`config.mk`:
```
export PLATFORM = sky130hd
export DESIGN_NAME = lprl_scan
export DESIGN_NICKNAME = d
export VERILOG_FILES = /design/src/sv/longest_prefix_route_lookup_defines.svh /design/src/sv/lprl_pkg.sv /design/src/sv/lprl_scan.sv
export SDC_FILE = /design/constraint.sdc
export NUM_CORES = 1
export LEC_CHECK = 0
export BUFFER_PORTS_ARGS = -buffer_cell sky130_fd_sc_hd__buf_4
export CAP_MARGIN = 0
export CORE_ASPECT_RATIO = 1.5
export CORE_UTILIZATION = 47
export DETAILED_ROUTE_END_ITERATION = 12
export GPL_ROUTABILITY_DRIVEN = 0
export MAX_ROUTING_LAYER = met4
export PLACE_DENSITY = 0.77
export SYNTH_ARGS = -nofsm -noshare
export SYNTH_HDL_FRONTEND = slang
export SYNTH_SLANG_ARGS = --single-unit
export TNS_END_PERCENT = 10
```
`constraint.sdc`:
```
create_clock -name clk -period 6.6 [get_ports clk]
set_input_delay 0.66 -clock clk [delete_from_list [all_inputs] [get_ports clk]]
set_output_delay 0.66 -clock clk [all_outputs]
set_load 0.005 [all_outputs]
```
`src/sv/longest_prefix_route_lookup_defines.svh`:
```
// Assertion macros for the route lookup block.
// Plain text macros only; no dependencies.
`ifndef LONGEST_PREFIX_ROUTE_LOOKUP_DEFINES_SVH
`define LONGEST_PREFIX_ROUTE_LOOKUP_DEFINES_SVH
`ifndef SYNTHESIS
`define LPRL_ASSERT(label, clk, rst_n, prop, msg) \
	label: assert property (@(posedge clk) disable iff (!rst_n) prop) \
		else $error(msg);
`define LPRL_NEVER(label, clk, rst_n, cond, msg) \
	label: assert property (@(posedge clk) disable iff (!rst_n) !(cond)) \
		else $error(msg);
`else
`define LPRL_ASSERT(label, clk, rst_n, prop, msg)
`define LPRL_NEVER(label, clk, rst_n, cond, msg)
`endif
`endif

```
`src/sv/lprl_pkg.sv`:
```
// Shared types and codes for the route lookup block.
// No dependencies.
package lprl_pkg;

	localparam logic OP_WRITE  = 1'b0;
	localparam logic OP_LOOKUP = 1'b1;

	// scan engine status towards the top level
	typedef struct packed {
		logic busy;
		logic done;
	} scan_sts_t;

endpackage

```
`src/sv/lprl_scan.sv`:
```
// Scan engine: walks the route RAM one entry per cycle and keeps the best match.
// Depends on lprl_pkg.
module lprl_scan import lprl_pkg::*; #(
	parameter int DEPTH = 1024,
	parameter int PB    = 4
) (
	input  logic                       clk,
	input  logic                       arst_n,
	input  logic                       start,
	input  logic [31:0]                lookup_addr,
	input  logic [$clog2(DEPTH+1)-1:0] limit,
	input  logic                       take,
	output logic                       rd_en,
	output logic [$clog2(DEPTH)-1:0]   rd_addr,
	input  logic [96+PB-1:0]           rd_data,
	output scan_sts_t                  sts,
	output logic                       found,
	output logic [31:0]                gateway,
	output logic [PB-1:0]              best_port,
	output logic [$clog2(DEPTH)-1:0]   best_idx
);
	localparam int AW = $clog2(DEPTH);
	localparam int CW = $clog2(DEPTH+1);
	localparam int W  = 96 + PB;

	localparam logic [1:0] S_IDLE = 2'd0;
	localparam logic [1:0] S_RUN  = 2'd1;
	localparam logic [1:0] S_DONE = 2'd2;

	logic [1:0]    state_q;
	logic [CW-1:0] cnt_q;
	logic [CW-1:0] limit_q;
	logic [31:0]   dest_q;
	logic          vld_s1;
	logic          last_s1;
	logic [AW-1:0] idx_s1;
	logic          hit_q;
	logic [31:0]   best_mask_q;
	logic [31:0]   best_nh_q;
	logic [PB-1:0] best_port_q;
	logic [AW-1:0] best_idx_q;

	logic [31:0]   e_prefix;
	logic [31:0]   e_mask;
	logic [31:0]   e_nh;
	logic [PB-1:0] e_port;
	logic          is_better;

	assign e_prefix = rd_data[W-1 -: 32];
	assign e_mask   = rd_data[W-33 -: 32];
	assign e_nh     = rd_data[W-65 -: 32];
	assign e_port   = rd_data[PB-1:0];

	// strict compare keeps the earliest entry on equal masks
	assign is_better = ((dest_q & e_mask) == e_prefix) && (!hit_q || (e_mask > best_mask_q));

	assign rd_en   = (state_q == S_RUN) && (cnt_q < limit_q);
	assign rd_addr = cnt_q[AW-1:0];

	always_ff @(posedge clk or negedge arst_n) begin
		if (!arst_n) begin
			state_q <= S_IDLE;
			cnt_q   <= '0;
			vld_s1  <= 1'b0;
			last_s1 <= 1'b0;
			hit_q   <= 1'b0;
		end else begin
			vld_s1  <= rd_en;
			last_s1 <= rd_en && ((cnt_q + CW'(1)) == limit_q);
			if (rd_en) begin
				cnt_q <= cnt_q + CW'(1);
			end
			unique case (state_q)
				S_IDLE: begin
					if (start) begin
						cnt_q   <= '0;
						hit_q   <= 1'b0;
						state_q <= (limit == '0) ? S_DONE : S_RUN;
					end
				end
				S_RUN: begin
					if (vld_s1 && is_better) begin
						hit_q <= 1'b1;
					end
					if (vld_s1 && last_s1) begin
						state_q <= S_DONE;
					end
				end
				S_DONE: begin
					if (take) begin
						state_q <= S_IDLE;
					end
				end
				default: state_q <= S_IDLE;
			endcase
		end
	end

	always_ff @(posedge clk) begin
		idx_s1 <= cnt_q[AW-1:0];
		if (start && (state_q == S_IDLE)) begin
			dest_q  <= lookup_addr;
			limit_q <= limit;
		end
		if ((state_q == S_RUN) && vld_s1 && is_better) begin
			best_mask_q <= e_mask;
			best_nh_q   <= e_nh;
			best_port_q <= e_port;
			best_idx_q  <= idx_s1;
		end
	end

	assign sts.busy  = (state_q != S_IDLE);
	assign sts.done  = (state_q == S_DONE);
	assign found     = hit_q;
	assign gateway   = hit_q ? best_nh_q : '0;
	assign best_port = hit_q ? best_port_q : '0;
	assign best_idx  = hit_q ? best_idx_q : '0;
endmodule

```
# Yosys cells after proc, flatten, opt, wreduce, memory -nomap -nowiden
# Cells that the tools add are included.
# classes
n_addsub,1
magnitude_cmp,2
n_eq_ne,8
n_mux,14
bitwise,1
n_reduce_logical,16
# op_table
cell,n
$mux 11,3
$and 32x32->32,1
$eq 32x32->1,1
$gt 32x32->1,1
$mux 32,1
$add 11x1->11 const B,1
$eq 11x11->1,1
$logic_not 11->1,1
$lt 11x11->1,1
$mux 10,1
$logic_and 1x1->1,8
$mux 2,4
$ne 2x2->1 const B,4
$pmux 2 s3,1
$reduce_and 3->1,2
$mux 4,1
$reduce_bool 2->1,2
$eq 2x1->1 const B,1
$eq 2x2->1 const B,1
$logic_not 2->1,1
$mux 1,2
$pmux 1 s2,1
$logic_not 1->1,1
$logic_or 1x1->1,1
# totals
regBits,147
input_bits,147
output_inout_bits,60
word_cells,54

# Logic depth before layout (Yosys ltp)
# Gate-level depths: netlist of the first run.
# depth
word_depth,6
ltp_mapped,9
ltp_nobuf,9

# Worst setup path after synthesis of the first run
# OpenSTA, ideal clock, no wires.
# synth_path
path_type,in2reg
start,in rd_data[63]
end,reg best_idx_q[0] (enable)
setup_ns,0.610
arrival_time_ns,6.961
t_required_ns,5.990
path_slack_ns,-0.971
stages,7
n_path_buf,0
cell_sequence,ha_1 > nand4_1 > nor3_1 > a221o_1 > or3_1 > a22oi_1 > nor3_1
# synth_via
elab_chain_cells,4
# synth_rtl
item,line,source
from (decl),lprl_scan.sv:15,"input logic [96+PB-1:0] rd_data,"
$gt 32x32->1 / $and 32x32->32 (equally long branches),lprl_scan.sv:55,assign is_better = ((dest_q & e_mask) == e_prefix) && (!hit_q || (e_mask > best_mask_q));
$logic_or 1x1->1 / $eq 32x32->1 (equally long branches),lprl_scan.sv:55,
$logic_and 1x1->1 *,lprl_scan.sv:55,
$logic_and 1x1->1 *,lprl_scan.sv:105,if ((state_q == S_RUN) && vld_s1 && is_better) begin
to (signal assigned),lprl_scan.sv:109,best_idx_q <= idx_s1;
to (decl),lprl_scan.sv:41,logic [AW-1:0] best_idx_q;
# Every way passes the cells marked *; elsewhere a longest branch is shown, timed or not.
# A chain may end at the register's enable or synchronous reset.

# Worst setup path after layout of the first run
# layout_path
start,reg best_mask_q[27]
end,reg best_mask_q[30] (enable)
# layout_via
elab_chain_cells,4
# layout_rtl
item,line,source
from (decl),lprl_scan.sv:38,logic [31:0] best_mask_q;
from (signal assigned),lprl_scan.sv:106,best_mask_q <= e_mask;
$gt 32x32->1,lprl_scan.sv:55,
$logic_or 1x1->1,lprl_scan.sv:55,
$logic_and 1x1->1,lprl_scan.sv:55,
$logic_and 1x1->1,lprl_scan.sv:105,
# No other way between the ends.

==> flow_summary.toml, run 1 <==
[critical_path]
critPathKind = "register to register"
worst-path-buf-inv = 2
start_kind = "register"
critPathCaptureType = "register"
cp_max_fo = 29
r2r_slack_ns = 3.27
required_ns = 6.69
critPathTopFamily = "simple AND/OR/NAND/NOR gates"
cpPeakStageDelay_ns = 0.90
arrival_ns = 3.42
critPathSlowestCell = "nor3_4"
cp_cell_sequence = "inv_1, ha_1, nand4_1, nor3_1, nand2_1, o21ai_0, a22oi_1, nor3_4, buf_4"

[synth]
ys_warn_count = 0
synth-async-reset-ratio = 0.109
yosysSeqAreaShare = 0.618
ys_seq_elements = 147
postSynthAreaPerCell_um2 = 12.6
synth_top_flop_cell = "edfxtp_1"
ys_types = 47
syn_inst = 543
synth_nets = 734
syn_area_um2 = 6850
synth_edf_count = 121

[grt]
grt_remaining_overflow = 0
grt_pass1_wl_um = 25200
grt_max_degree = 52
antenna_found_initial = 1
first_global_vias = 5088
grt_usage = 0.232

[finish]
final_common_cell = "buf_4"
fillCellCount = 1065
nets = 944
regArea_um2 = 4230
multi_input_comb_area_um2 = 2320
area_growth_pct = 33.5
final_cell_area_um2 = 9150
layout-drive-gt1-share = 0.332
mostFrequentLayoutCells = "209 x buf_4, 121 x edfxtp_1, 61 x nand2_1, 48 x inv_1, 47 x and2_1"

[run]
cap_viol_max_count = 0

[clock_tree]
ctsHoldBuffers = 0
max-clock-path-buffers = 2
cts_tree = "built"
cts_setup_buffers = 0
root_buffer = "clkbuf_16"
clk_pin_slew_ns = 0.07
htree_levels = 4
cts-resized-gates = 0
clock_latency_ns = 0.43
clkSinkCount = 147
numCtsBuffers = 17

[routing]
drt-pass1-iter-count = 4
post_drt_wl_per_cell_um = 17.1
drt_wl_total_um = 16400
ant_nets = 0
drt_iter0_drc = 192
vias_per_cell = 5.08
drc = 0
vias = 4876

[floorplanning]
io_pins = 207
die_w_um = 101
start_util = 0.485
fp.dieH_um = 150
die_area_um2 = 15100
num_rows = 53
core_um2 = 14100

[power_and_ir_drop]
intPower_mw = 1.87
power.share.combinational = 0.167
total_power_mw = 2.57
switching_share = 0.272
cellLeakagePower_nw = 4.01
peakVddDrop_mv = 0.167
switching_power_mw = 0.698
cellPowerDensity_nw_per_um2 = 281
seqPwrFrac = 0.456
pwr-share-clk = 0.377

[sta]
worst_slew_pin_slew_ns = 1.16
layout_min_cycle_time_ns = 3.33
setup_viol = 0
fmax_mhz = 300
fin_crit_sh = 0.504
setup_tns_ns = 0
hold_viol = 0
max_slew_margin = 0.221
slew_viol_final = 0
clock_skew_ns = 0.0109
rsz0062_at_grt = "false"

[place]
io_buffers = 206
hpwlAfterDp_um = 12500
post_dp_cell_area_um2 = 8550

[worst_hold_path]
hold_path_class = "primary input to async pin"

[outcome]
status = "finished, final reports clean"
path summary, 6_finish.rpt:
check                      cells past startpoint                      start                         to
min in group clk                               0          idx_s1[8]$_DFF_P_    best_idx_q[8]$_DFFE_PP_
max reg2reg                                    9  best_mask_q[27]$_DFFE_PP_  best_mask_q[30]$_DFFE_PP_
min                                            1                     arst_n         cnt_q[2]$_DFF_PN0_
max in group asynchronous                      1                     arst_n     state_q[0]$_DFFE_PN0P_
min reg2reg                                    0          idx_s1[8]$_DFF_P_    best_idx_q[8]$_DFFE_PP_
max                                            9  best_mask_q[27]$_DFFE_PP_  best_mask_q[30]$_DFFE_PP_
state kept, by name (all words and copies together) (netlist names):
register	count
best_mask_q	32
best_nh_q	32
dest_q	32
cnt_q	11
limit_q	11
best_idx_q	10
idx_s1	10
best_port_q	4
state_q	2
found	1
last_s1	1
vld_s1	1
layout make-up:
| cell class | count | area share |
|---|---|---|
| Clock buffer | 19 | 0.0507 |
| Timing Repair Buffer | 209 | 0.172 |
| Clock inverter | 13 | 0.0144 |
| Antenna cell | 1 | 0.000274 |
| Inverter | 49 | 0.0201 |
| Sequential cell | 147 | 0.463 |
| Tap cell | 192 | 0.0263 |
| Multi-Input combinational cell | 329 | 0.254 |
per-layer routing:
layer / global-route usage / wire length, µm / up-vias
li1: - / - / 2335
met4: 0.101 / 518 / 0
met1: 0.233 / 5890 / 2302
met5: - / 0 / -
met2: 0.421 / 8910 / 203
met3: 0.0584 / 1030 / 36
synth_stat cells (4+ instances only):
cell / number / share of area
o21ai_0: 10 / 0.0073
a21oi_1: 19 / 0.014
dfxtp_1: 10 / 0.029
nand3_1: 12 / 0.0088
nand2_1: 61 / 0.033
a31o_2: 4 / 0.0051
and2_1: 47 / 0.043
xor2_1: 24 / 0.031
edfxtp_1: 121 / 0.53
ha_1: 44 / 0.080
nor3_1: 6 / 0.0044
mux2i_1: 4 / 0.0058
buf_4: 11 / 0.012
o21a_1: 5 / 0.0055
dfrtp_1: 16 / 0.058
xnor2_1: 25 / 0.032
clkbuf_1: 5 / 0.0027
nor4_1: 8 / 0.0073
nor2_1: 12 / 0.0066
nand4_1: 10 / 0.0091
inv_1: 48 / 0.026
logic make-up after synthesis:
kind of cell	count (synthesis)	synth area share
adders and majority gates	44	0.0803
xor gates and xnor gates	49	0.0626
DFF	147	0.618
and+or+nand+nor	173	0.132
AOI/OAI and AO/OA	59	0.0561
buffers and inverters	67	0.0449
muxes	4	0.00584
through the flow:
stage / std cells / worst slack [ns] / hold WS, ns / utilization
floorplan: 543 / 1.42 / 0.364 / -
global placement: 926 / 2.89 / 0.387 / 0.605
detailed placement: 926 / 2.82 / 0.389 / 0.605
CTS: 958 / 3.23 / 0.0877 / 0.647
global route: 959 / 3.04 / 0.0847 / 0.648
finish: 959 / 3.27 / 0.0879 / 0.648
power by group through the flow:
stage,registers (mW),logic (mW),clock network (mW)
after floorplan,1.16,0.283,0
after global placement,1.18,0.403,0
after detailed placement,1.19,0.424,0
after CTS,1.17,0.429,0.979
after global routing,1.18,0.471,1.02
final,1.17,0.428,0.968
(Power assumes the default switching activity.)
==> inputs of run 2 (changes only) <==
Settings changed: ABC_AREA set to 1.
Clock period 6.6 ns to 2.9 ns, I/O delays scaled along.
==> run 2 against run 1 <==
Net effect: critical path depth fell by 2; combinational power rose to 3.2 times the previous value; clock skew fell by 0.00094 ns; cell area rose by 1.7%; largest cell class unchanged; clock-buffer cell count rose by 3; worst setup slack got worse by 2.9 ns; via count rose by 7.4%; first-iteration DRC count rose by 7.3%; non-clock buffer count rose by 2; power rose by 140%; highest routed layer unchanged.
==> flow_summary.toml, run 2 <==
[power_and_ir_drop]
peakVddDrop_mv = 0.439
cellPowerDensity_nw_per_um2 = 676
cellLeakagePower_nw = 4.56

[sta]
layout_min_cycle_time_ns = 2.52
fmax_mhz = 396
hold_viol = 0
slew_viol_final = 0
rsz0062_at_grt = "false"
worst_slew_pin_slew_ns = 0.633
setup_ws_ns = 0.376
max_slew_margin = 0.577
clock_skew_ns = 0.0100
fin_crit_sh = 0.870
setup_viol = 0

[floorplanning]
fp.dieH_um = 151
core_um2 = 14500
num_rows = 54
die_w_um = 101
start_util = 0.479
die_area_um2 = 15300
io_pins = 207

[outcome]
status = "finished, final reports clean"

[finish]
final_cell_area_um2 = 9300
nets = 1082
antenna_cells = 0
top_regs = "best_mask_q (32), best_nh_q (32), dest_q (32)"
final_common_cell = "buf_4"
mostFrequentLayoutCells = "207 x buf_4, 185 x nand2_1, 121 x edfxtp_1, 117 x inv_1, 44 x ha_1"
layout-drive-gt1-share = 0.278
area_growth_pct = 33.6

[clock_tree]
cts-resized-gates = 0
clk_pin_slew_ns = 0.06
cts_setup_buffers = 0
numCtsBuffers = 17
clock_latency_ns = 0.41
cts_tree = "built"
clkSinkCount = 147
max-clock-path-buffers = 2
htree_levels = 4
root_buffer = "clkbuf_16"

[routing]
ant_nets = 0
vias = 5236
vias_per_cell = 4.76
drt-pass1-iter-count = 7
drt_iter0_drc = 206
drt_wl_total_um = 15300
drc = 0
post_drt_wl_per_cell_um = 13.9

[synth]
syn_area_um2 = 6960
postSynthAreaPerCell_um2 = 10.3
ys_warn_count = 0
ys_types = 32
synth_top_flop_cell = "edfxtp_1"
syn_inst = 678
synth_top_family_by_area = "simple AND/OR/NAND/NOR gates"
synth_edf_count = 121
synth_fa_ha_area_frac = 0.0791
muxShareOfSynthArea = 0
yosysMostFrequentCell = "nand2_1"
yosys-top-cells-area = "edfxtp_1 52%, nand2_1 10%, ha_1 7.9%"
synth_nets = 869
ys_seq_elements = 147
synth-compound-area-share = 0.0483
yosysSeqAreaShare = 0.608
yosysTopAreaCellShare = 0.522
synth-async-reset-ratio = 0.109
yosysTopAreaCell = "edfxtp_1"
synthTopCellsByCount = "185 x nand2_1, 121 x edfxtp_1, 118 x inv_1"
synthXorXnorAreaFrac = 0.0277
yosys.area_share.simple = 0.157

[critical_path]
cp_max_fo = 16
cp_common_cell = "a21oi_1"
worst-path-buf-inv = 2
cp.depth = 7
cp_cell_sequence = "ha_1, a21oi_1, o21ai_0, a21oi_1, nand3_2, inv_2, buf_4"
critPathKind = "register to output port"
cpPeakStageDelay_ns = 0.42
critPathTopFamily = "compound AO/OA/AOI/OAI gates"
arrival_ns = 2.23
start_kind = "register"
critPathCaptureType = "output port"
critPathSlowestCell = "dfrtp_1"
reg2reg_depth = 11
required_ns = 2.61

[run]
cap_viol_max_count = 0

[grt]
grt_max_degree = 49
antenna_found_initial = 0
first_global_vias = 4990
grt_usage = 0.207
grt_pass1_wl_um = 23200
grt_remaining_overflow = 0

[worst_hold_path]
hold_path_class = "primary input to register"
min_path_cells = 1

[place]
dp_slack_ns = 0.658
post_dp_cell_area_um2 = 8730
io_buffers = 206
hpwlAfterDp_um = 11700
[run 2: layout make-up]
| class | count | area, µm² |
|---|---|---|
| Fill cell | 1177 | 5220 |
| Sequential cell | 147 | 4230 |
| Multi-Input combinational cell | 395 | 2180 |
| Timing Repair Buffer | 211 | 1620 |
| Clock buffer | 22 | 495 |
| Inverter | 119 | 450 |
| Tap cell | 196 | 245 |
| Clock inverter | 10 | 71.3 |
[run 2: worst paths after layout]
kind,startpoint,end,slack (ns)
max in group asynchronous,arst_n,found$_DFFE_PN0P_,2.40
min in group asynchronous,arst_n,cnt_q[2]$_DFF_PN0_,0.30
max reg2reg,state_q[0]$_DFFE_PN0P_,best_nh_q[7]$_DFFE_PP_,0.68
min reg2reg,idx_s1[6]$_DFF_P_,best_idx_q[6]$_DFFE_PP_,0.40
min,lookup_addr[29],dest_q[29]$_DFFE_PP_,0.06
max,cnt_q[10]$_DFF_PN0_,rd_en,0.38
[run 2: kinds of logic (layout without fill, tap and decap cells)]
group,count (synthesis),after routing
buf+inv,136,362
xor+xnor,22,22
simple gates,267,267
compound gates,62,62
flops,147,147
fa+ha+maj,44,44
[run 2: per-layer routing]
| metal | share of wire | routed length, µm | GRT usage | vias up |
|---|---|---|---|---|
| li1 | - | - | - | 2633 |
| met1 | 0.40 | 6060 | 0.220 | 2406 |
| met2 | 0.53 | 8170 | 0.378 | 169 |
| met3 | 0.047 | 716 | 0.0318 | 28 |
| met4 | 0.024 | 371 | 0.0870 | 0 |
| met5 | 0 | 0 | - | - |
[run 2: metrics by stage]
step | total power [mW] | std cells | utilization | hold WS (ns) | setup TNS (ns)
floorplan | 3.72 | 678 | - | -0.00559 | -2.13
global placement | 4.19 | 1067 | 0.601 | 0.168 | 0
detailed placement | 4.24 | 1067 | 0.601 | 0.169 | 0
CTS | 6.33 | 1100 | 0.640 | 0.0394 | 0
global route | 6.63 | 1100 | 0.640 | 0.0335 | 0
finish | 6.29 | 1100 | 0.640 | 0.0551 | 0
[run 2: report_power, final]
part           switching [mW]  leakage, nW  total (mW)  internal, mW
Sequential              0.220         1.39        2.84          2.62
Combinational           0.788         2.89        1.37         0.586
Clock                   0.853        0.287        2.07          1.22
[run 2: what timing repair did]
action	in CTS	in global routing
hold endpoints to repair	16	0
setup endpoints to repair	0	0
hold buffers	1	0
